$ cat src/hdl/round_robin_slot_scheduler_macros.svh
// Assertion macros used by the scheduler back end.
`ifndef ROUND_ROBIN_SLOT_SCHEDULER_MACROS_SVH
`define ROUND_ROBIN_SLOT_SCHEDULER_MACROS_SVH

`ifndef NO_ASSERTIONS

// A condition that holds at every clock edge out of reset.
`define RRSS_ASSERT_ALWAYS(label, cond) \
	label: assert property (@(posedge clk) disable iff (!arst_n) (cond)) \
		else $error("scheduler assertion failed");

// A trigger that implies a consequence in the next cycle.
`define RRSS_ASSERT_NEXT(label, pre, post) \
	label: assert property (@(posedge clk) disable iff (!arst_n) (pre) |=> (post)) \
		else $error("scheduler assertion failed");

`else

`define RRSS_ASSERT_ALWAYS(label, cond)
`define RRSS_ASSERT_NEXT(label, pre, post)

`endif

`endif

$ cat src/hdl/rrss_pkg.sv
// Types and constants of the round-robin slot scheduler.
package rrss_pkg;

	localparam int SLOT_COUNT_DEF        = 6;
	localparam int QUANTUM_BITS_DEF      = 8;
	localparam int QUEUE_DEPTH           = 2;
	localparam int DEFAULT_QUANTUM_RESET = 1;
	localparam int ADDR_BITS             = 3;

	// Register index, taken from paddr[2].
	localparam logic REG_DEFAULT_QUANTUM = 1'b0;

	typedef enum logic [2:0] {
		ACT_TICK   = 3'd0,
		ACT_START  = 3'd1,
		ACT_PAUSE  = 3'd2,
		ACT_RESUME = 3'd3,
		ACT_REMOVE = 3'd4,
		ACT_SETQ   = 3'd5
	} action_t;

	typedef enum logic [1:0] {
		ST_DONE    = 2'd0,
		ST_REFUSED = 2'd1,
		ST_RANGE   = 2'd2
	} status_t;

	// Classified command, as the front end hands it to the back end.
	typedef enum logic [2:0] {
		OP_TICK,
		OP_START,
		OP_PAUSE,
		OP_RESUME,
		OP_REMOVE,
		OP_SETQ,
		OP_BAD,
		OP_RANGE
	} op_t;

	typedef enum logic [1:0] {
		BK_IDLE,
		BK_SEARCH,
		BK_HOLD
	} back_state_t;

	typedef struct packed {
		logic [2:0] action;
		logic [2:0] slot;
		logic [7:0] quantum_ticks;
	} cmd_word_t;

	typedef struct packed {
		logic [1:0] status;
		logic       running_valid;
		logic [2:0] running_slot;
		logic [7:0] ticks_left;
	} res_word_t;

	typedef struct packed {
		op_t        op;
		logic [2:0] slot;
		logic [7:0] quantum_ticks;
	} cmd_t;

endpackage

$ cat src/hdl/rrss_front.sv
// Front end: classifies incoming words and queues them for the back end.
module rrss_front #(
	parameter int SLOT_COUNT = rrss_pkg::SLOT_COUNT_DEF
) (
	input  logic               clk,
	input  logic               arst_n,
	input  logic               cmd_valid,
	output logic               cmd_stall,
	input  rrss_pkg::cmd_word_t cmd_word,
	output logic               q_valid,
	output rrss_pkg::cmd_t     q_word,
	input  logic               q_take
);

	localparam int DEPTH = rrss_pkg::QUEUE_DEPTH;
	localparam int PW    = (DEPTH > 1) ? $clog2(DEPTH) : 1;
	localparam int CW    = $clog2(DEPTH + 1);

	rrss_pkg::cmd_t cls;
	rrss_pkg::cmd_t queue_q [DEPTH];
	logic [PW-1:0]  wr_ptr_q;
	logic [PW-1:0]  rd_ptr_q;
	logic [CW-1:0]  count_q;
	logic           push;
	logic           pop;
	logic           out_of_range;

	always_comb begin
		out_of_range      = (32'(cmd_word.slot) >= 32'(SLOT_COUNT));
		cls.slot          = cmd_word.slot;
		cls.quantum_ticks = cmd_word.quantum_ticks;
		unique case (cmd_word.action)
			rrss_pkg::ACT_TICK:   cls.op = rrss_pkg::OP_TICK;
			rrss_pkg::ACT_START:  cls.op = rrss_pkg::OP_START;
			rrss_pkg::ACT_PAUSE:  cls.op = rrss_pkg::OP_PAUSE;
			rrss_pkg::ACT_RESUME: cls.op = rrss_pkg::OP_RESUME;
			rrss_pkg::ACT_REMOVE: cls.op = rrss_pkg::OP_REMOVE;
			rrss_pkg::ACT_SETQ:   cls.op = rrss_pkg::OP_SETQ;
			default:              cls.op = rrss_pkg::OP_BAD;
		endcase
		// The slot field only matters for real commands.
		if (cls.op != rrss_pkg::OP_TICK && cls.op != rrss_pkg::OP_BAD && out_of_range) begin
			cls.op = rrss_pkg::OP_RANGE;
		end
	end

	assign cmd_stall = (count_q == CW'(DEPTH));
	assign push      = cmd_valid && !cmd_stall;
	assign q_valid   = (count_q != '0);
	assign pop       = q_take && q_valid;
	assign q_word    = queue_q[rd_ptr_q];

	always_ff @(posedge clk) begin
		if (push) begin
			queue_q[wr_ptr_q] <= cls;
		end
	end

	always_ff @(posedge clk or negedge arst_n) begin
		if (!arst_n) begin
			wr_ptr_q <= '0;
			rd_ptr_q <= '0;
			count_q  <= '0;
		end else begin
			if (push) begin
				wr_ptr_q <= (wr_ptr_q == PW'(DEPTH - 1)) ? '0 : wr_ptr_q + 1'b1;
			end
			if (pop) begin
				rd_ptr_q <= (rd_ptr_q == PW'(DEPTH - 1)) ? '0 : rd_ptr_q + 1'b1;
			end
			if (push && !pop) begin
				count_q <= count_q + 1'b1;
			end else if (pop && !push) begin
				count_q <= count_q - 1'b1;
			end
		end
	end

endmodule

$ cat src/hdl/rrss_back.sv
// Back end: applies commands to the slot table, runs the round-robin search, holds the result.
`include "round_robin_slot_scheduler_macros.svh"

module rrss_back #(
	parameter int SLOT_COUNT   = rrss_pkg::SLOT_COUNT_DEF,
	parameter int QUANTUM_BITS = rrss_pkg::QUANTUM_BITS_DEF
) (
	input  logic                    clk,
	input  logic                    arst_n,
	input  logic [QUANTUM_BITS-1:0] default_quantum,
	input  logic                    q_valid,
	input  rrss_pkg::cmd_t          q_word,
	output logic                    q_take,
	output logic                    res_valid,
	input  logic                    res_stall,
	output rrss_pkg::res_word_t     res_word
);

	localparam int SW = $clog2(SLOT_COUNT);
	localparam int QB = QUANTUM_BITS;

	rrss_pkg::back_state_t state_q, state_d;

	// A slot is inactive when neither flag is set.
	logic [SLOT_COUNT-1:0] active_q, active_d;
	logic [SLOT_COUNT-1:0] paused_q, paused_d;

	logic [QB-1:0] quant_q [SLOT_COUNT];
	logic          quant_we;
	logic [QB-1:0] quant_wdata;

	logic          cur_valid_q, cur_valid_d;
	logic [SW-1:0] cur_slot_q, cur_slot_d;
	logic [QB-1:0] rem_q, rem_d;
	logic [SW-1:0] pos_q, pos_d;
	logic [SW-1:0] cnt_q, cnt_d;
	logic [SW-1:0] cs;
	logic [SW-1:0] nxt;

	rrss_pkg::status_t   status_q, status_d;
	logic                res_valid_q, res_valid_d;
	rrss_pkg::res_word_t res_word_q, res_word_d;

	assign cs       = SW'(q_word.slot);
	assign nxt      = (pos_q == SW'(SLOT_COUNT - 1)) ? '0 : pos_q + 1'b1;
	assign q_take   = (state_q == rrss_pkg::BK_IDLE) && q_valid;
	assign res_valid = res_valid_q;
	assign res_word  = res_word_q;

	always_comb begin
		state_d     = state_q;
		active_d    = active_q;
		paused_d    = paused_q;
		quant_we    = 1'b0;
		quant_wdata = default_quantum;
		cur_valid_d = cur_valid_q;
		cur_slot_d  = cur_slot_q;
		rem_d       = rem_q;
		pos_d       = pos_q;
		cnt_d       = cnt_q;
		status_d    = status_q;
		res_valid_d = res_valid_q && res_stall;
		res_word_d  = res_word_q;

		unique case (state_q)
			rrss_pkg::BK_IDLE: begin
				if (q_valid) begin
					status_d = rrss_pkg::ST_DONE;
					unique case (q_word.op)
						rrss_pkg::OP_TICK: begin
							if (cur_valid_q && rem_q != '0) begin
								rem_d = rem_q - 1'b1;
							end
						end
						rrss_pkg::OP_START: begin
							if (!active_q[cs] && !paused_q[cs]) begin
								active_d[cs] = 1'b1;
								quant_we     = 1'b1;
							end else begin
								status_d = rrss_pkg::ST_REFUSED;
							end
						end
						rrss_pkg::OP_PAUSE: begin
							if (active_q[cs]) begin
								active_d[cs] = 1'b0;
								paused_d[cs] = 1'b1;
							end else begin
								status_d = rrss_pkg::ST_REFUSED;
							end
						end
						rrss_pkg::OP_RESUME: begin
							if (paused_q[cs]) begin
								active_d[cs] = 1'b1;
								paused_d[cs] = 1'b0;
							end else begin
								status_d = rrss_pkg::ST_REFUSED;
							end
						end
						rrss_pkg::OP_REMOVE: begin
							// The running slot keeps its slice even when removed.
							if (active_q[cs] || paused_q[cs]) begin
								active_d[cs] = 1'b0;
								paused_d[cs] = 1'b0;
							end else begin
								status_d = rrss_pkg::ST_REFUSED;
							end
						end
						rrss_pkg::OP_SETQ: begin
							if (active_q[cs]) begin
								quant_we    = 1'b1;
								quant_wdata = QB'(q_word.quantum_ticks);
							end else begin
								status_d = rrss_pkg::ST_REFUSED;
							end
						end
						rrss_pkg::OP_BAD:   status_d = rrss_pkg::ST_REFUSED;
						rrss_pkg::OP_RANGE: status_d = rrss_pkg::ST_RANGE;
					endcase
					if (!cur_valid_q || rem_d == '0) begin
						// With nothing running the search starts at slot zero.
						state_d = rrss_pkg::BK_SEARCH;
						pos_d   = cur_valid_q ? cur_slot_q : SW'(SLOT_COUNT - 1);
						cnt_d   = '0;
					end else begin
						state_d = rrss_pkg::BK_HOLD;
					end
				end
			end
			rrss_pkg::BK_SEARCH: begin
				if (active_q[nxt]) begin
					cur_valid_d = 1'b1;
					cur_slot_d  = nxt;
					rem_d       = quant_q[nxt];
					state_d     = rrss_pkg::BK_HOLD;
				end else if (cnt_q == SW'(SLOT_COUNT - 1)) begin
					cur_valid_d = 1'b0;
					cur_slot_d  = '0;
					rem_d       = '0;
					state_d     = rrss_pkg::BK_HOLD;
				end else begin
					pos_d = nxt;
					cnt_d = cnt_q + 1'b1;
				end
			end
			rrss_pkg::BK_HOLD: begin
				if (!res_valid_q || !res_stall) begin
					res_valid_d                = 1'b1;
					res_word_d.status          = status_q;
					res_word_d.running_valid   = cur_valid_q;
					res_word_d.running_slot    = cur_valid_q ? 3'(cur_slot_q) : '0;
					res_word_d.ticks_left      = cur_valid_q ? 8'(rem_q) : '0;
					state_d                    = rrss_pkg::BK_IDLE;
				end
			end
			default: state_d = rrss_pkg::BK_IDLE;
		endcase
	end

	always_ff @(posedge clk) begin
		if (quant_we) begin
			quant_q[cs] <= quant_wdata;
		end
		pos_q      <= pos_d;
		cnt_q      <= cnt_d;
		status_q   <= status_d;
		res_word_q <= res_word_d;
	end

	always_ff @(posedge clk or negedge arst_n) begin
		if (!arst_n) begin
			state_q     <= rrss_pkg::BK_IDLE;
			active_q    <= '0;
			paused_q    <= '0;
			cur_valid_q <= 1'b0;
			cur_slot_q  <= '0;
			rem_q       <= '0;
			res_valid_q <= 1'b0;
		end else begin
			state_q     <= state_d;
			active_q    <= active_d;
			paused_q    <= paused_d;
			cur_valid_q <= cur_valid_d;
			cur_slot_q  <= cur_slot_d;
			rem_q       <= rem_d;
			res_valid_q <= res_valid_d;
		end
	end

	`RRSS_ASSERT_ALWAYS(a_idle_cleared, cur_valid_q || (cur_slot_q == '0 && rem_q == '0))
	`RRSS_ASSERT_ALWAYS(a_slot_in_range, cur_slot_q <= SW'(SLOT_COUNT - 1))
	`RRSS_ASSERT_NEXT(a_pick_loads, state_q == rrss_pkg::BK_SEARCH && active_q[nxt], cur_valid_q && cur_slot_q == $past(nxt) && state_q == rrss_pkg::BK_HOLD)

endmodule

$ cat src/hdl/round_robin_slot_scheduler.sv
// Top level of the round-robin slot scheduler: register port, front end and back end.
//
//  channel   direction  handshake                 word
//  cmd       in         cmd_valid / cmd_stall     action, slot, quantum_ticks
//  res       out        res_valid / res_stall     status, running_valid, running_slot, ticks_left
//  cfg       in         psel / penable / pready   default_quantum at byte address 0
//
// A word without a slot search is applied in the idle state and its result handed over in the
// hold state. A search tests one slot per cycle, and the back end takes no new word until the
// result is handed over; that search loop and a stalled output set the rate.
// Reset is asynchronous: all slots go inactive, nothing runs, the default quantum is one.
// A two-word queue keeps taking commands while a result waits on a stalled output.
module round_robin_slot_scheduler #(
	parameter int SLOT_COUNT   = rrss_pkg::SLOT_COUNT_DEF,
	parameter int QUANTUM_BITS = rrss_pkg::QUANTUM_BITS_DEF
) (
	input  logic                          clk,
	input  logic                          arst_n,
	input  logic                          cmd_valid,
	output logic                          cmd_stall,
	input  rrss_pkg::cmd_word_t           cmd_word,
	output logic                          res_valid,
	input  logic                          res_stall,
	output rrss_pkg::res_word_t           res_word,
	input  logic                          psel,
	input  logic                          penable,
	input  logic                          pwrite,
	input  logic [rrss_pkg::ADDR_BITS-1:0] paddr,
	input  logic [31:0]                   pwdata,
	output logic [31:0]                   prdata,
	output logic                          pready
);

	logic [QUANTUM_BITS-1:0] default_quantum_q;
	logic                    q_valid;
	rrss_pkg::cmd_t          q_word;
	logic                    q_take;

	assign pready = 1'b1;
	assign prdata = (paddr[2] == rrss_pkg::REG_DEFAULT_QUANTUM) ? 32'(default_quantum_q) : '0;

	always_ff @(posedge clk or negedge arst_n) begin
		if (!arst_n) begin
			default_quantum_q <= QUANTUM_BITS'(rrss_pkg::DEFAULT_QUANTUM_RESET);
		end else if (psel && penable && pwrite && pready
				&& paddr[2] == rrss_pkg::REG_DEFAULT_QUANTUM) begin
			default_quantum_q <= QUANTUM_BITS'(pwdata[7:0]);
		end
	end

	rrss_front #(
		.SLOT_COUNT(SLOT_COUNT)
	) u_front (
		.clk       (clk),
		.arst_n    (arst_n),
		.cmd_valid (cmd_valid),
		.cmd_stall (cmd_stall),
		.cmd_word  (cmd_word),
		.q_valid   (q_valid),
		.q_word    (q_word),
		.q_take    (q_take)
	);

	rrss_back #(
		.SLOT_COUNT  (SLOT_COUNT),
		.QUANTUM_BITS(QUANTUM_BITS)
	) u_back (
		.clk             (clk),
		.arst_n          (arst_n),
		.default_quantum (default_quantum_q),
		.q_valid         (q_valid),
		.q_word          (q_word),
		.q_take          (q_take),
		.res_valid       (res_valid),
		.res_stall       (res_stall),
		.res_word        (res_word)
	);

endmodule

$ cat config.mk
export PLATFORM = sky130hd
export DESIGN_NAME = round_robin_slot_scheduler
export DESIGN_NICKNAME = d
export VERILOG_FILES = /design/src/hdl/rrss_pkg.sv /design/src/hdl/rrss_front.sv /design/src/hdl/rrss_back.sv /design/src/hdl/round_robin_slot_scheduler.sv
export VERILOG_INCLUDE_DIRS = /design/src /design/src/hdl
export SDC_FILE = /design/constraint.sdc
export NUM_CORES = 1
export LEC_CHECK = 0
export ABC_AREA = 1
export BUFFER_PORTS_ARGS = -buffer_cell sky130_fd_sc_hd__buf_4
export CORE_UTILIZATION = 40
export CTS_BUF_LIST = sky130_fd_sc_hd__clkbuf_4 sky130_fd_sc_hd__clkbuf_8
export CTS_CLUSTER_DIAMETER = 120
export DETAILED_ROUTE_END_ITERATION = 10
export GPL_TIMING_DRIVEN = 0
export PLACE_DENSITY_LB_ADDON = 0.15
export SLEW_MARGIN = 25
export SYNTH_ARGS = -nofsm -noshare
export SYNTH_HDL_FRONTEND = slang
export SYNTH_SLANG_ARGS = --single-unit
$ cat constraint.sdc
create_clock -name clk -period 2.4 [get_ports clk]
set_input_delay 0.12 -clock clk [delete_from_list [all_inputs] [get_ports clk]]
set_output_delay 0.12 -clock clk [all_outputs]
set_load 0.01 [all_outputs]
==> flow_metrics.env, run 1 <==
export IMPL_status="finished, final reports clean"
export IMPL_effective_utilization_at_floorplan=0.414
export IMPL_clkSlewWorstSetupHoldPaths_ps=80
export IMPL_timing_setup_critical_path_class="reg -> reg"
export IMPL_fin_total_pwr_mw=11.0
export IMPL_critical_path_peak_fanout=8
export IMPL_static_leakage_power_nw=3.98
export IMPL_timing_final_max_slew_violations=0
export IMPL_worstSkewPairLatency_ps=460
export IMPL_drt_pre_antenna_iters=5
export IMPL_cts_htree_levels=4
export IMPL_crit_reg2reg_capture="u_back.quant_q[2][4]"
export IMPL_finalClockSkew_ps=8.07
export IMPL_ys_seq_area_frac=0.587
export IMPL_final_common_cell="sky130_fd_sc_hd__nand2_1"
export IMPL_antenna_cells_inserted=0
export IMPL_die_h_um=131
export IMPL_crit_path_start="u_front.rd_ptr_q"
export IMPL_cts_tree="yes"
export IMPL_p_per_area_nw_per_um2=1230
export IMPL_numClockSinks=137
export IMPL_io_buffer_count=52
export IMPL_cts_buffers=17
export IMPL_antenna_found_initial=0
export IMPL_first_global_vias=5078
export IMPL_post_route_drc_count=0
export IMPL_setup_total_negative_slack_ps=0
export IMPL_detail_route_iter0_violations=221
export IMPL_critical_path_slowest_cell="sky130_fd_sc_hd__dfrtp_2"
export IMPL_via_count=5388
export IMPL_fmax_mhz=425
export IMPL_design_portCount=105
export IMPL_core_area_um2=16100
export IMPL_gp_congestion=0.817
export IMPL_layout_cells_most_common_list="sky130_fd_sc_hd__nand2_1 (172), sky130_fd_sc_hd__buf_4 (111), sky130_fd_sc_hd__edfxtp_1 (98)"
export IMPL_synthToLayoutAreaGrowth_pct=33.9
export IMPL_filler_cell_count=1446
export IMPL_timing_reg2reg_setup_slack_ps=50
export IMPL_crit_path_end_kind="flop"
export IMPL_worst_pin_slew_ps=834
export IMPL_placement_rows=46
export IMPL_hold_class="in -> reg"
export IMPL_timing_critical_path_from_type="flop"
export IMPL_grt_usage=0.186
export IMPL_yosys_warnings=0
export IMPL_post_route_period_util=0.980
export IMPL_globalRoute_totalOverflow=0
export IMPL_number_of_hold_violations_in_the_final_report=0
export IMPL_grt_pass1_wl_um=25000
export IMPL_rsz0062_at_grt="true"
export IMPL_netlist_cell_type_count=41
export IMPL_syn_cell_area_um2=6680
export IMPL_vdd_drop_max_mv=0.594
export IMPL_ctsRootBufferMaster="sky130_fd_sc_hd__clkbuf_8"
export IMPL_drv_cap=0
export IMPL_cts_root_to_sink_buffers=2
export IMPL_finalWirelength_um=15800
export IMPL_share_of_layout_cells_above_drive_strength_1=0.280
export IMPL_place_hpwl_um=10800
export IMPL_timing_critical_path_slowest_cell_delay_ps=460
export IMPL_r2r_cells=13
export IMPL_final_setup_viol_count=0
export IMPL_timing_slew_headroom=0.444
export IMPL_worst_setup_path_endpoint="u_back.quant_q[2][4]"
export IMPL_num_nets_final=952
export IMPL_post_synth_inst_count=733
export IMPL_critical_path_arrival_ps=2530
export IMPL_ys_ff_latch=137
export IMPL_cp_cell_sequence="inv_4 > buf_8 > nand2_4 > nand2_4 > inv_2 > nor2_1 > inv_2 > nor2_4 > nand4_4 > o21ai_4 > clkinv_4 > nor3_4 > buf_6"
export IMPL_worst_endpoint_required_ps=2570
export IMPL_rr_startpoint="u_front.rd_ptr_q"
export IMPL_die_width_um=131
export IMPL_grt_max_degree=40
export IMPL_vias_per_cell=4.81
export IMPL_design_die_area_um2=17200
export IMPL_crit_buf_inv=6
export IMPL_timing_critical_path_depth=13
export IMPL_routed_wire_length_per_instance_um=14.1
export IMPL_period_minus_slack_ps=2350
export IMPL_drt_antenna_net_count=0
export IMPL_crit_family="simple AND/OR/NAND/NOR gates"
export IMPL_syn_mean_instance_area_um2=9.11
==> worst reg2reg max path, delay by kind of cell (launching register included) <==
| family | cells | cell delay, ps |
|---|---|---|
| buffers and inverters | 6 | 630 |
| AO/OA/AOI/OAI | 1 | 140 |
| flip-flops | 1 | 460 |
| AND/OR/NAND/NOR | 6 | 850 |
==> timing repair <==
item,4_1_cts,5_1_grt
buffers inserted,15,26
setup endpoints to repair,112,105
endpoints found under the hold margin,75,0
resized for setup,57,62
hold buffers,24,0
pin swaps,10,28
==> cell usage after synthesis <==
| master | n | share of area |
|---|---|---|
| sky130_fd_sc_hd__nor3_2 | 1 | 0.0015 |
| sky130_fd_sc_hd__nand3_1 | 43 | 0.032 |
| sky130_fd_sc_hd__ha_1 | 4 | 0.0075 |
| sky130_fd_sc_hd__a21oi_1 | 16 | 0.012 |
| sky130_fd_sc_hd__o21ai_0 | 31 | 0.023 |
| sky130_fd_sc_hd__nand4_1 | 12 | 0.011 |
| sky130_fd_sc_hd__o31ai_1 | 9 | 0.010 |
| sky130_fd_sc_hd__o21bai_1 | 1 | 0.0011 |
| sky130_fd_sc_hd__a22oi_1 | 1 | 0.0011 |
| sky130_fd_sc_hd__inv_1 | 71 | 0.040 |
| sky130_fd_sc_hd__xnor2_1 | 2 | 0.0026 |
| sky130_fd_sc_hd__o21ai_2 | 2 | 0.0026 |
| sky130_fd_sc_hd__nor2_4 | 1 | 0.0017 |
| sky130_fd_sc_hd__nor3_1 | 6 | 0.0045 |
| sky130_fd_sc_hd__a31oi_1 | 1 | 0.00094 |
| sky130_fd_sc_hd__or2_2 | 1 | 0.00094 |
| sky130_fd_sc_hd__clkinv_1 | 1 | 0.00056 |
| sky130_fd_sc_hd__clkbuf_1 | 9 | 0.0051 |
| sky130_fd_sc_hd__or2_0 | 1 | 0.00094 |
| sky130_fd_sc_hd__o21ai_1 | 11 | 0.0082 |
| sky130_fd_sc_hd__a21oi_2 | 4 | 0.0052 |
| sky130_fd_sc_hd__nand4_2 | 1 | 0.0019 |
| sky130_fd_sc_hd__conb_1 | 2 | 0.0011 |
| sky130_fd_sc_hd__nand3b_1 | 1 | 0.0011 |
| sky130_fd_sc_hd__buf_2 | 8 | 0.0060 |
| sky130_fd_sc_hd__dfstp_2 | 1 | 0.0039 |
| sky130_fd_sc_hd__xor2_1 | 4 | 0.0052 |
| sky130_fd_sc_hd__edfxtp_1 | 98 | 0.44 |
| sky130_fd_sc_hd__o22ai_1 | 4 | 0.0037 |
| sky130_fd_sc_hd__nand2_2 | 5 | 0.0047 |
| sky130_fd_sc_hd__dfrtp_1 | 38 | 0.14 |
| sky130_fd_sc_hd__inv_2 | 8 | 0.0045 |
| sky130_fd_sc_hd__nor2b_1 | 1 | 0.00094 |
| sky130_fd_sc_hd__nand2_1 | 190 | 0.11 |
| sky130_fd_sc_hd__a21boi_0 | 2 | 0.0022 |
| sky130_fd_sc_hd__buf_4 | 26 | 0.029 |
| sky130_fd_sc_hd__nor2_2 | 3 | 0.0028 |
| sky130_fd_sc_hd__o2111ai_1 | 1 | 0.0013 |
| sky130_fd_sc_hd__or2_1 | 1 | 0.00094 |
| sky130_fd_sc_hd__nor2_1 | 103 | 0.058 |
| sky130_fd_sc_hd__o211ai_1 | 8 | 0.0090 |
==> sequential cells by signal, indices dropped and copies added, names as in the netlist, named ones only <==
name / cells
u_back.quant_q: 48
u_front.queue_q: 28
u_back.res_word: 14
default_quantum_q: 8
u_back.rem_q: 8
u_back.cnt_q: 3
u_back.cur_slot_q: 3
u_back.pos_q: 3
u_back.state_q: 2
u_back.status_q: 2
u_front.count_q: 2
u_back.cur_valid_q: 1
u_back.res_valid: 1
u_front.rd_ptr_q: 1
u_front.wr_ptr_q: 1
==> cell families (layout without fill, tap and decap cells) <==
| family | count (synthesis) | in the layout | synth area share |
|---|---|---|---|
| buffers and inverters | 123 | 272 | 0.0853 |
| other | 2 | 25 | 0.00112 |
| flip-flops | 137 | 137 | 0.587 |
| AND/OR/NAND/NOR | 370 | 370 | 0.230 |
| adder cells (fa/ha/maj) | 4 | 4 | 0.00750 |
| AO/OA/AOI/OAI | 91 | 91 | 0.0810 |
| XOR/XNOR | 6 | 6 | 0.00787 |
==> routing by layer <==
layer	share of wire	GRT usage	wire, um	vias to the layer above
met1	0.43	0.225	6830	2559
met3	0.033	0.0440	524	20
met2	0.52	0.326	8240	104
met5	0	0	0	-
li1	-	-	-	2705
met4	0.015	0.0608	238	0
==> how the worst min path moves through the flow <==
stage              start                   end  slack (ps)  cells after the start
2_1_floorplan     arst_n             async pin        -180                      0
3_3_place_gp      arst_n  default_quantum_q[4]         160                      1
3_5_place_dp      arst_n  default_quantum_q[4]         170                      1
4_1_cts           pwrite  default_quantum_q[1]         160                      4
5_1_grt           pwrite  default_quantum_q[6]         220                      4
6_report       cmd_valid      u_front.wr_ptr_q         180                      5
==> power by group <==
part	switching [mW]	internal [mW]	total (mW)
combinational	3.51	1.93	5.44
sequential	0.337	3.25	3.59
clock	0.935	1.04	1.98
==> final cells by class <==
type	instances	area, um2	share of cell area
multi-input combinational	496	2700	0.302
timing repair buffer	117	1010	0.113
inverter	80	323	0.0361
buffer	43	303	0.0339
clock inverter	14	171	0.0192
clock buffer	18	241	0.0270
sequential	137	3920	0.439
tap	216	270	0.0302
==> metrics by stage <==
step | instance area, um2 | worst slack, ps | instances | hold WS, ps | util
after floorplan | 6760 | -135 | 756 | -176 | -
after global placement | 7420 | -1080 | 1024 | 161 | 0.461
after detailed placement | 7460 | -741 | 1024 | 171 | 0.463
after CTS | 8530 | -0.238 | 1095 | 158 | 0.529
after global routing | 8940 | -37.4 | 1121 | 220 | 0.555
final | 8940 | 47.0 | 1121 | 183 | 0.555
Note: power is estimated with default switching activity, not from simulation.
==> run 2, diff against run 1 <==
--- a/config.mk
+++ b/config.mk
@@ -8,7 +8,7 @@
 export LEC_CHECK = 0
 export ABC_AREA = 1
 export BUFFER_PORTS_ARGS = -buffer_cell sky130_fd_sc_hd__buf_4
-export CORE_UTILIZATION = 40
+export CORE_UTILIZATION = 30
 export CTS_BUF_LIST = sky130_fd_sc_hd__clkbuf_4 sky130_fd_sc_hd__clkbuf_8
 export CTS_CLUSTER_DIAMETER = 120
 export DETAILED_ROUTE_END_ITERATION = 10
==> constraint.sdc (replaced) <==
create_clock -name clk -period 2.4 [get_ports clk]
set_input_delay 0.48 -clock clk [delete_from_list [all_inputs] [get_ports clk]]
set_output_delay 0.48 -clock clk [all_outputs]
set_load 0.01 [all_outputs]
==> run 2 against run 1 <==
- total power up 0.46%
- worst setup slack worse by 2.5 ps
- clock power down 11%
- global-route usage down 3.6 points
- cell count up 4.1%
- sequential cell count unchanged
- sequential power about the same
- wire length up 1.6%
- utilization down 15 points
- register-to-register slack about the same
- critical endpoint is now u_back.quant_q[4][6]
- cell area down 0.46%
==> flow_metrics.env, run 2 (synthesized netlist as in run 1, its figures left out) <==
export IMPL_share_of_layout_cells_above_drive_strength_1=0.301
export IMPL_core_area_um2=21800
export IMPL_number_of_hold_violations_in_the_final_report=0
export IMPL_rsz0062_at_grt="true"
export IMPL_finalClockSkew_ps=18.2
export IMPL_placement_rows=54
export IMPL_critical_path_arrival_ps=2520
export IMPL_via_count=5176
export IMPL_timing_final_max_slew_violations=0
export IMPL_detail_route_iter0_violations=305
export IMPL_cts_htree_levels=4
export IMPL_grt_usage=0.151
export IMPL_fin_total_pwr_mw=11.1
export IMPL_gp_congestion=0.805
export IMPL_place_hpwl_um=11100
export IMPL_cts_buffers=17
export IMPL_critical_path_peak_fanout=8
export IMPL_static_leakage_power_nw=3.92
export IMPL_worst_pin_slew_ps=776
export IMPL_cts_root_to_sink_buffers=2
export IMPL_grt_max_degree=40
export IMPL_worst_endpoint_required_ps=2570
export IMPL_final_common_cell="sky130_fd_sc_hd__nand2_1"
export IMPL_period_minus_slack_ps=2360
export IMPL_layout_cells_most_common_list="sky130_fd_sc_hd__nand2_1 (168), sky130_fd_sc_hd__buf_4 (115), sky130_fd_sc_hd__edfxtp_1 (98)"
export IMPL_crit_path_start="u_front.rd_ptr_q"
export IMPL_r2r_cells=14
export IMPL_post_route_period_util=0.981
export IMPL_post_route_drc_count=0
export IMPL_ctsRootBufferMaster="sky130_fd_sc_hd__clkbuf_8"
export IMPL_crit_reg2reg_capture="u_back.quant_q[4][6]"
export IMPL_routed_wire_length_per_instance_um=13.8
export IMPL_timing_hold_ws_ps=9.61
export IMPL_fmax_mhz=425
export IMPL_timing_setup_critical_path_class="reg -> reg"
export IMPL_io_buffer_count=52
export IMPL_worstSkewPairLatency_ps=460
export IMPL_finalWirelength_um=16100
export IMPL_effective_utilization_at_floorplan=0.306
export IMPL_final_setup_worst_slack_ps=44.5
export IMPL_crit_path_end_kind="flop"
export IMPL_globalRoute_totalOverflow=0
export IMPL_grt_pass1_wl_um=25700
export IMPL_registers_top_by_ff_count="u_back.quant_q"
export IMPL_vias_per_cell=4.44
export IMPL_flip_flop_count_of_the_largest_register_all_copies_and_words_added=48
export IMPL_setup_total_negative_slack_ps=0
export IMPL_final_setup_viol_count=0
export IMPL_die_h_um=151
export IMPL_timing_reg2reg_setup_slack_ps=40
export IMPL_status="finished, final reports clean"
export IMPL_clkSlewWorstSetupHoldPaths_ps=80
export IMPL_timing_slew_headroom=0.482
export IMPL_die_width_um=151
export IMPL_rr_startpoint="u_front.rd_ptr_q"
export IMPL_numClockSinks=137
export IMPL_cts_tree="yes"
export IMPL_placement_setup_worst_slack_ps=-837
export IMPL_drt_antenna_net_count=0
export IMPL_num_nets_final=934
export IMPL_antenna_found_initial=0
export IMPL_first_global_vias=4919
export IMPL_synthToLayoutAreaGrowth_pct=33.2
export IMPL_design_portCount=105
export IMPL_worst_setup_path_endpoint="u_back.quant_q[4][6]"
export IMPL_p_per_area_nw_per_um2=1240
export IMPL_design_die_area_um2=22900
export IMPL_hold_class="in -> async"
export IMPL_timing_critical_path_from_type="flop"
export IMPL_antenna_cells_inserted=0
export IMPL_drv_cap=0
export IMPL_drt_pre_antenna_iters=6
export IMPL_vdd_drop_max_mv=0.398
run 2: cell types whose count changed in the layout (fill, tap and decap cells not counted), sizes merged, moves of 3 or more:
cell | previous run | this run
dlygate4sd3 | 24 | 0
buf | 125 | 129
clkbuf | 29 | 33
bufinv | 3 | 0
clkinv | 7 | 10
run 2: power by group:
group | internal, mW | switching, mW | leakage, nW | total (mW)
registers | 3.25 | 0.334 | 1.38 | 3.58
clock network | 0.780 | 0.975 | 0.187 | 1.76
logic | 2.06 | 3.66 | 2.36 | 5.72
total | 6.09 | 4.97 | 3.92 | 11.1
run 2: how the worst min path moves through the flow:
stage	to	depth (start not counted)	slack, ps
finish	u_front.wr_ptr_q	1	10
detailed placement	u_back.res_word[13]	0	410
CTS	u_front.wr_ptr_q	1	10
global route	default_quantum_q[4]	1	20
global placement	u_back.res_word[13]	0	410
floorplan	async pin	0	180
run 2: cell type report:
class / instances / area [um2]
fillers: 2205 / 12900
inverters: 80 / 329
clock inverters: 12 / 95.1
clock buffers: 20 / 263
well taps: 280 / 350
repair buffers: 99 / 840
plain buffers: 43 / 308
multi-input cells: 496 / 2790
flip-flops and latches: 137 / 3920
run 2: through the flow:
stage                     instances  instance area, um2   util
after floorplan                 756                6760      -
after global placement         1088                7500  0.344
after detailed placement       1088                7540  0.346
after CTS                      1136                8410  0.386
after global routing           1167                8900  0.408
final                          1167                8900  0.408
run 2: timing repair:
action                     in CTS  in global routing
hold buffers                    0                  0
pin swaps                      13                 30
gates resized for setup        73                 71
setup endpoints to repair     113                122
buffers inserted               16                 31
run 2: worst max-delay path, cell delays in order, from the launching register on:
cell	delay [ps]
sky130_fd_sc_hd__dfrtp_2	460
sky130_fd_sc_hd__inv_4	80
sky130_fd_sc_hd__nand2_4	80
sky130_fd_sc_hd__nand2_8	80
sky130_fd_sc_hd__buf_12	140
sky130_fd_sc_hd__o21ai_2	110
sky130_fd_sc_hd__nand2_1	70
sky130_fd_sc_hd__nand2_1	70
sky130_fd_sc_hd__nand2_2	100
sky130_fd_sc_hd__nand2_4	100
sky130_fd_sc_hd__nand3_4	80
sky130_fd_sc_hd__o21ai_4	160
sky130_fd_sc_hd__clkinv_4	140
sky130_fd_sc_hd__nor3_4	240
sky130_fd_sc_hd__buf_12	150
run 2: metal layers:
metal	global-route usage	wire length [um]	up-vias
met5	0	0	-
met4	0.0435	148	0
met3	0.0358	767	17
met2	0.250	7810	108
met1	0.194	7360	2387
li1	-	-	2664
